`src/rtl/sdspi_pkg.sv`:
```
// shared types and constants for the sd spi-mode command and block read engine
// no dependencies; imported by sdspi_out_q and sd_spi_command_read_engine_core
package sdspi_pkg;

  // data bytes per block and the width of the byte counter
  localparam int BLOCK_BYTES = 512;
  localparam int BYTE_CNT_W  = 10;

  // register reset and protocol constants
  localparam logic [15:0] R1_TIMEOUT_RESET = 16'd500;
  localparam logic [7:0]  CMD_START        = 8'h40;
  localparam logic [7:0]  START_TOKEN      = 8'hFE;
  localparam logic [7:0]  IDLE_BUS         = 8'hFF;

  // input item modes
  localparam logic [1:0] MODE_CMD  = 2'd0;
  localparam logic [1:0] MODE_BYTE = 2'd1;
  localparam logic [1:0] MODE_TICK = 2'd2;

  // read kinds
  localparam logic [1:0] READ_NONE   = 2'd0;
  localparam logic [1:0] READ_SINGLE = 2'd1;
  localparam logic [1:0] READ_MULTI  = 2'd2;
  localparam logic [1:0] READ_BAD    = 2'd3;

  // result kinds
  localparam logic [2:0] KIND_CMD     = 3'd0;
  localparam logic [2:0] KIND_R1      = 3'd1;
  localparam logic [2:0] KIND_DATA    = 3'd2;
  localparam logic [2:0] KIND_TIMEOUT = 3'd3;
  localparam logic [2:0] KIND_DONE    = 3'd4;
  localparam logic [2:0] KIND_BUSY    = 3'd5;

  // position of the crc byte inside a six-byte command frame
  localparam logic [2:0] FRAME_LAST = 3'd5;

  typedef struct packed {
    logic [1:0]  mode;
    logic [5:0]  cmd_index;
    logic [31:0] cmd_arg;
    logic [1:0]  read_kind;
    logic [7:0]  card_byte;
  } in_item_t;

  typedef struct packed {
    logic [2:0] kind;
    logic [7:0] value;
    logic       last;
  } out_item_t;

  // one result group handed from the engine to the output queue
  typedef struct packed {
    logic       valid;
    logic       frame;        // six-byte command frame, crc built while draining
    logic [39:0] frame_bytes; // first five frame bytes, first byte in the top bits
    out_item_t  single;       // the single result when not a frame
  } load_t;

endpackage

```
`src/rtl/sdspi_out_q.sv`:
```
// result queue: holds one result group (a command frame or a single result)
// and drains it one transfer per cycle unless stalled; the frame crc7 is built on the fly
// depends on sdspi_pkg
module sdspi_out_q import sdspi_pkg::*; (
  input  logic      clk,
  input  logic      rst_n,
  input  load_t     load,
  output logic      free,
  output logic      out_valid,
  input  logic      out_stall,
  output out_item_t out_data
);

  logic        busy_r;
  logic        frame_r;
  logic [39:0] bytes_r;
  out_item_t   single_r;
  logic [2:0]  ptr_r;
  logic [6:0]  crc_r;
  logic [7:0]  cur_byte;
  logic        xfer;
  logic        group_end;

  // one byte of sd crc7, polynomial x^7 + x^3 + 1
  function automatic logic [6:0] crc7_byte(input logic [6:0] crc_in, input logic [7:0] data);
    logic [6:0] c;
    logic       fb;
    c = crc_in;
    for (int b = 7; b >= 0; b--) begin
      fb = c[6] ^ data[b];
      c  = {c[5:0], 1'b0};
      if (fb) begin
        c = c ^ 7'h09;
      end
    end
    return c;
  endfunction

  // pick the frame byte under the pointer
  always_comb begin
    case (ptr_r)
      3'd0:    cur_byte = bytes_r[39:32];
      3'd1:    cur_byte = bytes_r[31:24];
      3'd2:    cur_byte = bytes_r[23:16];
      3'd3:    cur_byte = bytes_r[15:8];
      3'd4:    cur_byte = bytes_r[7:0];
      default: cur_byte = {crc_r, 1'b1};
    endcase
  end

  assign out_valid = busy_r;
  assign xfer      = busy_r && !out_stall;
  assign group_end = !frame_r || (ptr_r == FRAME_LAST);
  assign free      = !busy_r || (xfer && group_end);

  // output item
  always_comb begin
    if (frame_r) begin
      out_data.kind  = KIND_CMD;
      out_data.value = cur_byte;
      out_data.last  = (ptr_r == FRAME_LAST);
    end else begin
      out_data = single_r;
    end
  end

  // control state
  always_ff @(posedge clk) begin
    if (!rst_n) begin
      busy_r <= 1'b0;
      ptr_r  <= 3'd0;
    end else if (load.valid) begin
      busy_r <= 1'b1;
      ptr_r  <= 3'd0;
    end else if (xfer) begin
      if (group_end) begin
        busy_r <= 1'b0;
      end else begin
        ptr_r <= ptr_r + 3'd1;
      end
    end
  end

  // payload and running crc
  always_ff @(posedge clk) begin
    if (load.valid) begin
      frame_r  <= load.frame;
      bytes_r  <= load.frame_bytes;
      single_r <= load.single;
      crc_r    <= 7'd0;
    end else if (xfer && !group_end) begin
      crc_r <= crc7_byte(crc_r, cur_byte);
    end
  end

  // a new group only enters when the old one is gone or leaving
  a_load_when_free: assert property (@(posedge clk) disable iff (!rst_n)
    load.valid |-> free)
    else $error("result group loaded over an undrained group");

  // frame pointer stays within the six bytes
  a_ptr_range: assert property (@(posedge clk) disable iff (!rst_n)
    busy_r && frame_r |-> ptr_r <= FRAME_LAST)
    else $error("frame pointer out of range");

  // a frame byte that is held advances only after it was taken
  a_ptr_holds: assert property (@(posedge clk) disable iff (!rst_n)
    busy_r && out_stall && !load.valid |=> $stable(ptr_r) && busy_r)
    else $error("frame pointer moved while stalled");

  // the frame ends with the crc byte, whose stop bit is set
  a_crc_stop_bit: assert property (@(posedge clk) disable iff (!rst_n)
    busy_r && frame_r && ptr_r == FRAME_LAST |-> out_data.value[0] && out_data.last)
    else $error("command frame end malformed");

endmodule

```
`src/rtl/sd_spi_command_read_engine_core.sv`:
```
// sd card spi-mode command and block read engine, top level
// depends on sdspi_pkg and sdspi_out_q
//
//  port group   direction  handshake          payload
//  in_*         input      in_valid/in_stall  in_item_t  (command, card byte, tick)
//  out_*        output     out_valid/out_stall out_item_t (frame byte, r1, data, status)
//  cfg_*        input      cfg_valid/cfg_ready 16-bit r1 timeout in ticks
//
// a card byte or tick item is taken when the queue is free; any result follows next cycle.
// a command yields six frame bytes, one per output transfer (a busy result if a single
// read is pending); input stalls until the sixth is taken; the queue builds crc7 per byte.
// an item with a single result can be taken in the cycle its predecessor's result leaves.
// synchronous active-low reset: idle, no pending read, timeout 500, no clearing pass.
// cfg_ready is always high.

module sd_spi_command_read_engine_core import sdspi_pkg::*; (
  input  logic      clk,
  input  logic      rst_n,
  input  logic      in_valid,
  output logic      in_stall,
  input  in_item_t  in_data,
  output logic      out_valid,
  input  logic      out_stall,
  output out_item_t out_data,
  input  logic      cfg_valid,
  output logic      cfg_ready,
  input  logic [15:0] cfg_data
);

  // engine phases
  localparam logic [2:0] PH_IDLE  = 3'd0;
  localparam logic [2:0] PH_R1    = 3'd1;
  localparam logic [2:0] PH_TOKEN = 3'd2;
  localparam logic [2:0] PH_DATA  = 3'd3;
  localparam logic [2:0] PH_CRC   = 3'd4;

  localparam logic [BYTE_CNT_W-1:0] LAST_BYTE = BYTE_CNT_W'(BLOCK_BYTES - 1);

  logic [15:0]           timeout_r;
  logic [2:0]            phase_r, phase_nxt;
  logic [15:0]           tick_r, tick_nxt;
  logic [15:0]           tick_inc;
  logic [BYTE_CNT_W-1:0] cnt_r, cnt_nxt;
  logic [1:0]            pend_r, pend_nxt;
  logic                  q_free;
  logic                  accept;
  load_t                 load;

  assign cfg_ready = 1'b1;
  assign in_stall  = !q_free;
  assign accept    = in_valid && q_free;
  assign tick_inc  = (tick_r == 16'hFFFF) ? tick_r : tick_r + 16'd1;

  // timeout register
  always_ff @(posedge clk) begin
    if (!rst_n) begin
      timeout_r <= R1_TIMEOUT_RESET;
    end else if (cfg_valid && cfg_ready) begin
      timeout_r <= cfg_data;
    end
  end

  // per-item engine step
  always_comb begin
    phase_nxt = phase_r;
    tick_nxt  = tick_r;
    cnt_nxt   = cnt_r;
    pend_nxt  = pend_r;
    load      = '0;
    if (accept) begin
      case (in_data.mode)
        MODE_CMD: begin
          load.valid = 1'b1;
          if (pend_r == READ_SINGLE && phase_r != PH_IDLE) begin
            load.single.kind = KIND_BUSY;
          end else begin
            load.frame       = 1'b1;
            load.frame_bytes = {CMD_START | {2'b00, in_data.cmd_index}, in_data.cmd_arg};
            phase_nxt = PH_R1;
            tick_nxt  = 16'd0;
            cnt_nxt   = '0;
            pend_nxt  = (in_data.read_kind == READ_BAD) ? READ_NONE : in_data.read_kind;
          end
        end
        MODE_BYTE: begin
          case (phase_r)
            PH_R1: begin
              if (!in_data.card_byte[7]) begin
                load.valid        = 1'b1;
                load.single.kind  = KIND_R1;
                load.single.value = in_data.card_byte;
                phase_nxt = (pend_r == READ_NONE) ? PH_IDLE : PH_TOKEN;
              end
            end
            PH_TOKEN: begin
              if (in_data.card_byte == START_TOKEN) begin
                phase_nxt = PH_DATA;
                cnt_nxt   = '0;
              end
            end
            PH_DATA: begin
              load.valid        = 1'b1;
              load.single.kind  = KIND_DATA;
              load.single.value = in_data.card_byte;
              load.single.last  = (cnt_r >= LAST_BYTE);
              if (cnt_r >= LAST_BYTE) begin
                phase_nxt = PH_CRC;
                cnt_nxt   = '0;
              end else begin
                cnt_nxt = cnt_r + 1'b1;
              end
            end
            PH_CRC: begin
              // first crc byte is skipped, the second closes the block
              if (cnt_r == '0) begin
                cnt_nxt = BYTE_CNT_W'(1);
              end else begin
                cnt_nxt          = '0;
                load.valid       = 1'b1;
                load.single.kind = KIND_DONE;
                if (pend_r == READ_MULTI) begin
                  phase_nxt = PH_TOKEN;
                end else begin
                  phase_nxt = PH_IDLE;
                  pend_nxt  = READ_NONE;
                end
              end
            end
            default: begin
            end
          endcase
        end
        MODE_TICK: begin
          if (phase_r == PH_R1) begin
            tick_nxt = tick_inc;
            if (tick_inc >= timeout_r) begin
              load.valid        = 1'b1;
              load.single.kind  = KIND_TIMEOUT;
              load.single.value = IDLE_BUS;
              phase_nxt = PH_IDLE;
              pend_nxt  = READ_NONE;
              tick_nxt  = 16'd0;
            end
          end
        end
        default: begin
        end
      endcase
    end
  end

  // engine state
  always_ff @(posedge clk) begin
    if (!rst_n) begin
      phase_r <= PH_IDLE;
      tick_r  <= 16'd0;
      cnt_r   <= '0;
      pend_r  <= READ_NONE;
    end else begin
      phase_r <= phase_nxt;
      tick_r  <= tick_nxt;
      cnt_r   <= cnt_nxt;
      pend_r  <= pend_nxt;
    end
  end

  sdspi_out_q u_out_q (
    .clk       (clk),
    .rst_n     (rst_n),
    .load      (load),
    .free      (q_free),
    .out_valid (out_valid),
    .out_stall (out_stall),
    .out_data  (out_data)
  );

  // phase code stays within the defined phases
  a_phase_range: assert property (@(posedge clk) disable iff (!rst_n)
    phase_r <= PH_CRC)
    else $error("engine phase out of range");

  // a rejected command leaves the engine state untouched
  a_busy_keeps_state: assert property (@(posedge clk) disable iff (!rst_n)
    load.valid && !load.frame && load.single.kind == KIND_BUSY
    |=> $stable(phase_r) && $stable(pend_r) && $stable(cnt_r))
    else $error("rejected command changed engine state");

  // the crc phase never holds a count beyond one
  a_crc_count: assert property (@(posedge clk) disable iff (!rst_n)
    phase_r == PH_CRC |-> cnt_r <= BYTE_CNT_W'(1))
    else $error("crc byte count out of range");

endmodule
```
`config.mk`:
```
export PLATFORM = sky130hd
export DESIGN_NAME = sd_spi_command_read_engine_core
export DESIGN_NICKNAME = d
export VERILOG_FILES = /design/src/rtl/sdspi_pkg.sv /design/src/rtl/sdspi_out_q.sv /design/src/rtl/sd_spi_command_read_engine_core.sv
export SDC_FILE = /design/constraint.sdc
export NUM_CORES = 1
export LEC_CHECK = 0
export BUFFER_PORTS_ARGS = -buffer_cell sky130_fd_sc_hd__clkbuf_2
export CORE_AREA = 8 8 114 116
export DETAILED_ROUTE_END_ITERATION = 8
export DIE_AREA = 0 0 122 124
export PLACE_DENSITY = 0.87
export RECOVER_POWER = 50
export SLEW_MARGIN = 20
export SYNTH_ARGS = -nofsm -noshare
export SYNTH_HDL_FRONTEND = slang
export SYNTH_SLANG_ARGS = --single-unit
export TNS_END_PERCENT = 1
```
`constraint.sdc`:
```
create_clock -name clk -period 10.45 [get_ports clk]
set_input_delay 2.09 -clock clk [delete_from_list [all_inputs] [get_ports clk]]
set_output_delay 2.09 -clock clk [all_outputs]
set_load 0.005 [all_outputs]
```
==> impl_results.md <==
- Number of flops mapped to enable cells by yosys: 51
- Synth area leader: edfxtp_1
- Slew Viols, Final: 9
- Routed vias: 4990
- Status: finished, violations left
- Clk sink count: about 110
- Mapped Cells: 637
- Relative slew slack: -24.5%
- Async set or reset register ratio after synthesis: 0%
- Synthesized area: 5990 sq um
- CTS resizes: 0
- TritonRoute pass-1 iters: 6
- Startpoint types: input port
- Ant diodes: 0
- Dpl ws: roughly 5.7 ns
- Buffers on Ports: 84
- Worst Path Max Fanout: 8
- TritonCTS clock tree: yes
- F_max: 0.195 GHz
- Multi-input combinational cell area: around 3000 sq um
- Largest net degree at the start of global routing: 63
- I/O pin total: 86
- Reg2reg end: u_out_q.ptr_r[2]
- Most frequent cells after synthesis: dfxtp_1 (58), nor2_1 (57), nand2_1 (54)
- Worst EP required: 10.66 ns
- Maxcap violations: 1
- GRT met2 Usage: 33.4%
- Seq/Total Area, Yosys: ~45%
- Final worst slack: 5.32 ns
- Top area cells in the synthesized netlist: edfxtp_1 (26%), dfxtp_1 (19%), ha_1 (5.9%)
- Hold Crit Class: register to register
- Tmin final: a little over 5 ns
- Dpl hpwl: 10600 microns
- Failing checks: max-capacitance violations, max-slew violations
- Met3 Resource Use GR: 2.99%
- Most frequent cell after synthesis: dfxtp_1
- Post-synth top area share: approximately 26%
- P_leak: 2.79 nW
- Nature of the critical path endpoint: register
- Post-route clock period utilization: 49.1%
- First-pass GRT wire length: 23100 microns
- Post-CTS setup buffer count: 0
- Hold Crit Start: timeout_r[2]
- Clk_lat worst skew: approximately 0.35 ns
- Die span in x: 122 microns
- Die height: 124 microns
- Power after layout: 0.000907 W
- Fillers: slightly above 900
- Gr usage total: about a fifth
- Cell depth of the worst flop-to-flop path: 16
- RSZ-0062 raised after global routing: false
- Grt met1 use: 21.5%
- Net Count, Synth: 736
- CP Class: input port to register
- Site Rows: 39
- Seq cells post-synth: 109
- Library cells used by synthesis: 63
- GPL Wtd Cong: about 0.86
- DRC: 0
- R2r setup slk: 5.65 ns
- Arr. time, crit path: 5.34 ns
- Power density cells: 134 nW/um^2
- Clk_skew: 0.0147 ns
- Layout Nets: roughly 810
- Hold Path Sink: timeout_r[2]
- Worst-path clk slew: 0.08 ns
- Primary FF master, synth: dfxtp_1
- Vias in the first global route: 4951
- Clk root buf: clkbuf_16
- Clk buf depth: 2
- Via density per instance: 5.84
- Avg Inst Size Synth: 9.40 sq um
- TritonCTS buffer count: 9
- Initial Util: between 50 and 60%
- Slew @ Worst Pin: 1.82 ns
- Die area: 15100 sq um
- Core Region: 11200 sq um
- Remaining antenna violation count: 0
- Sequential cell area: ~2700 sq um
- H-tree depth: 3
- Yosys synthesis warning count: 0
- Synthesis-to-finish area growth: 13.2%
- GRT busiest layer: met2
- DRT Wirelength: 14400 microns
- Hold depth: 2
- Cts hold-fix bufs: 0
- Hold Vio Cnt, Final: 0
- Share of post-route cells with drive strength above 1: 14.9%
- Initial antenna violation count: 0
- DR iter-0 viols: between 600 and 700
- Worst VDD drop: 0.0000977 V
- Total Neg Setup Slack: 0 ns
- Reg-to-Reg Start: tick_r[3]
- Grt ovf: 0
- Drt wl/cell: 16.8 microns
- Setup violators final: 0
==> metrics by stage <==
stage | area [sq um] | util (%) | cells | hold slack [ns]
after floorplan | 5990 | - | 637 | 0.442
after global placement | 6500 | 58.1 | 837 | 0.459
after detailed placement | 6500 | 58.1 | 837 | 0.477
after CTS | 6810 | 61.0 | 853 | 0.500
after global routing | 6780 | 60.7 | 854 | 0.514
final | 6780 | 60.7 | 854 | 0.498
==> worst max-delay path by stage <==
stage                          to  slack [ns]              from  cells past startpoint
3_5_place_dp     u_out_q.ptr_r[2]        5.67         tick_r[4]                     16
3_3_place_gp             in_stall        5.80         out_stall                      4
5_1_grt                  cnt_r[8]        4.94       in_data[49]                     10
4_1_cts               out_data[4]        5.61  u_out_q.ptr_r[2]                      6
6_report                 cnt_r[2]        5.32       in_data[49]                     10
2_1_floorplan  u_out_q.bytes_r[0]        4.96       in_data[49]                      8
==> placed cells by master (no fill, tap or decap), types with 12 or more instances in the layout <==
| cell type | n |
|---|---|
| a21oi_1 | 51 |
| and2_0 | 21 |
| and2_1 | 28 |
| clkbuf_2 | 76 |
| dfxtp_1 | 58 |
| edfxtp_1 | 51 |
| ha_1 | 28 |
| inv_1 | 28 |
| mux2i_1 | 12 |
| nand2_1 | 54 |
| nand3_1 | 15 |
| nor2_1 | 57 |
| o211ai_1 | 14 |
| o21ai_0 | 16 |
| xnor2_1 | 15 |
| xor2_1 | 13 |
==> power by group <==
group           total, W  switching, W  internal [W]
Sequential      0.000465    0.00000803      0.000457
Combinational  0.0000829     0.0000477     0.0000352
Clock           0.000360      0.000168      0.000192
Total           0.000907      0.000223      0.000684
==> worst max-delay path, stage by stage <==
cell and delay (ns):
clkbuf_1 0.12, inv_1 0.08, ha_1 0.23, inv_1 0.11, or4b_1 0.26, nand2_1 0.10
a2111oi_0 1.41, inv_2 0.10, o21ai_0 0.72, nor2_1 0.12
==> area by class of cell <==
cell class	instances	area share, %
clock buffers	9	3.32
clock inverters	7	1.35
inverters	32	1.77
multi-input cells	467	44.9
flip-flops and latches	109	39.7
well taps	143	2.64
repair buffers	87	6.33
==> registers in the layout, indices dropped and copies added (netlist names) <==
name	flops
timeout_r	16
u_out_q.crc_r	7
u_out_q.ptr_r	3
pend_r	2
u_out_q.out_valid	1
u_out_q.single_r	12
u_out_q.bytes_r	39
phase_r	3
cnt_r	10
tick_r	16
==> metal layers <==
| metal | wire length (microns) | part of all wire (%) |
|---|---|---|
| met2 | 7170 | 50 |
| met3 | 944 | 6.6 |
| met4 | 503 | 3.5 |
| met1 | 5770 | 40 |
| met5 | 0 | 0 |
==> cells by family after synthesis <==
group | after synthesis | share of synthesized area (%)
multiplexers | 15 | 2.63
adder cells (fa/ha/maj) | 28 | 5.85
AND/OR/NAND/NOR | 245 | 21.5
other | 1 | 0.0626
flip-flops | 109 | 45.0
buffers and inverters | 61 | 4.10
AO/OA/AOI/OAI | 150 | 16.8
XOR/XNOR | 28 | 4.10
(Power assumes the default switching activity.)
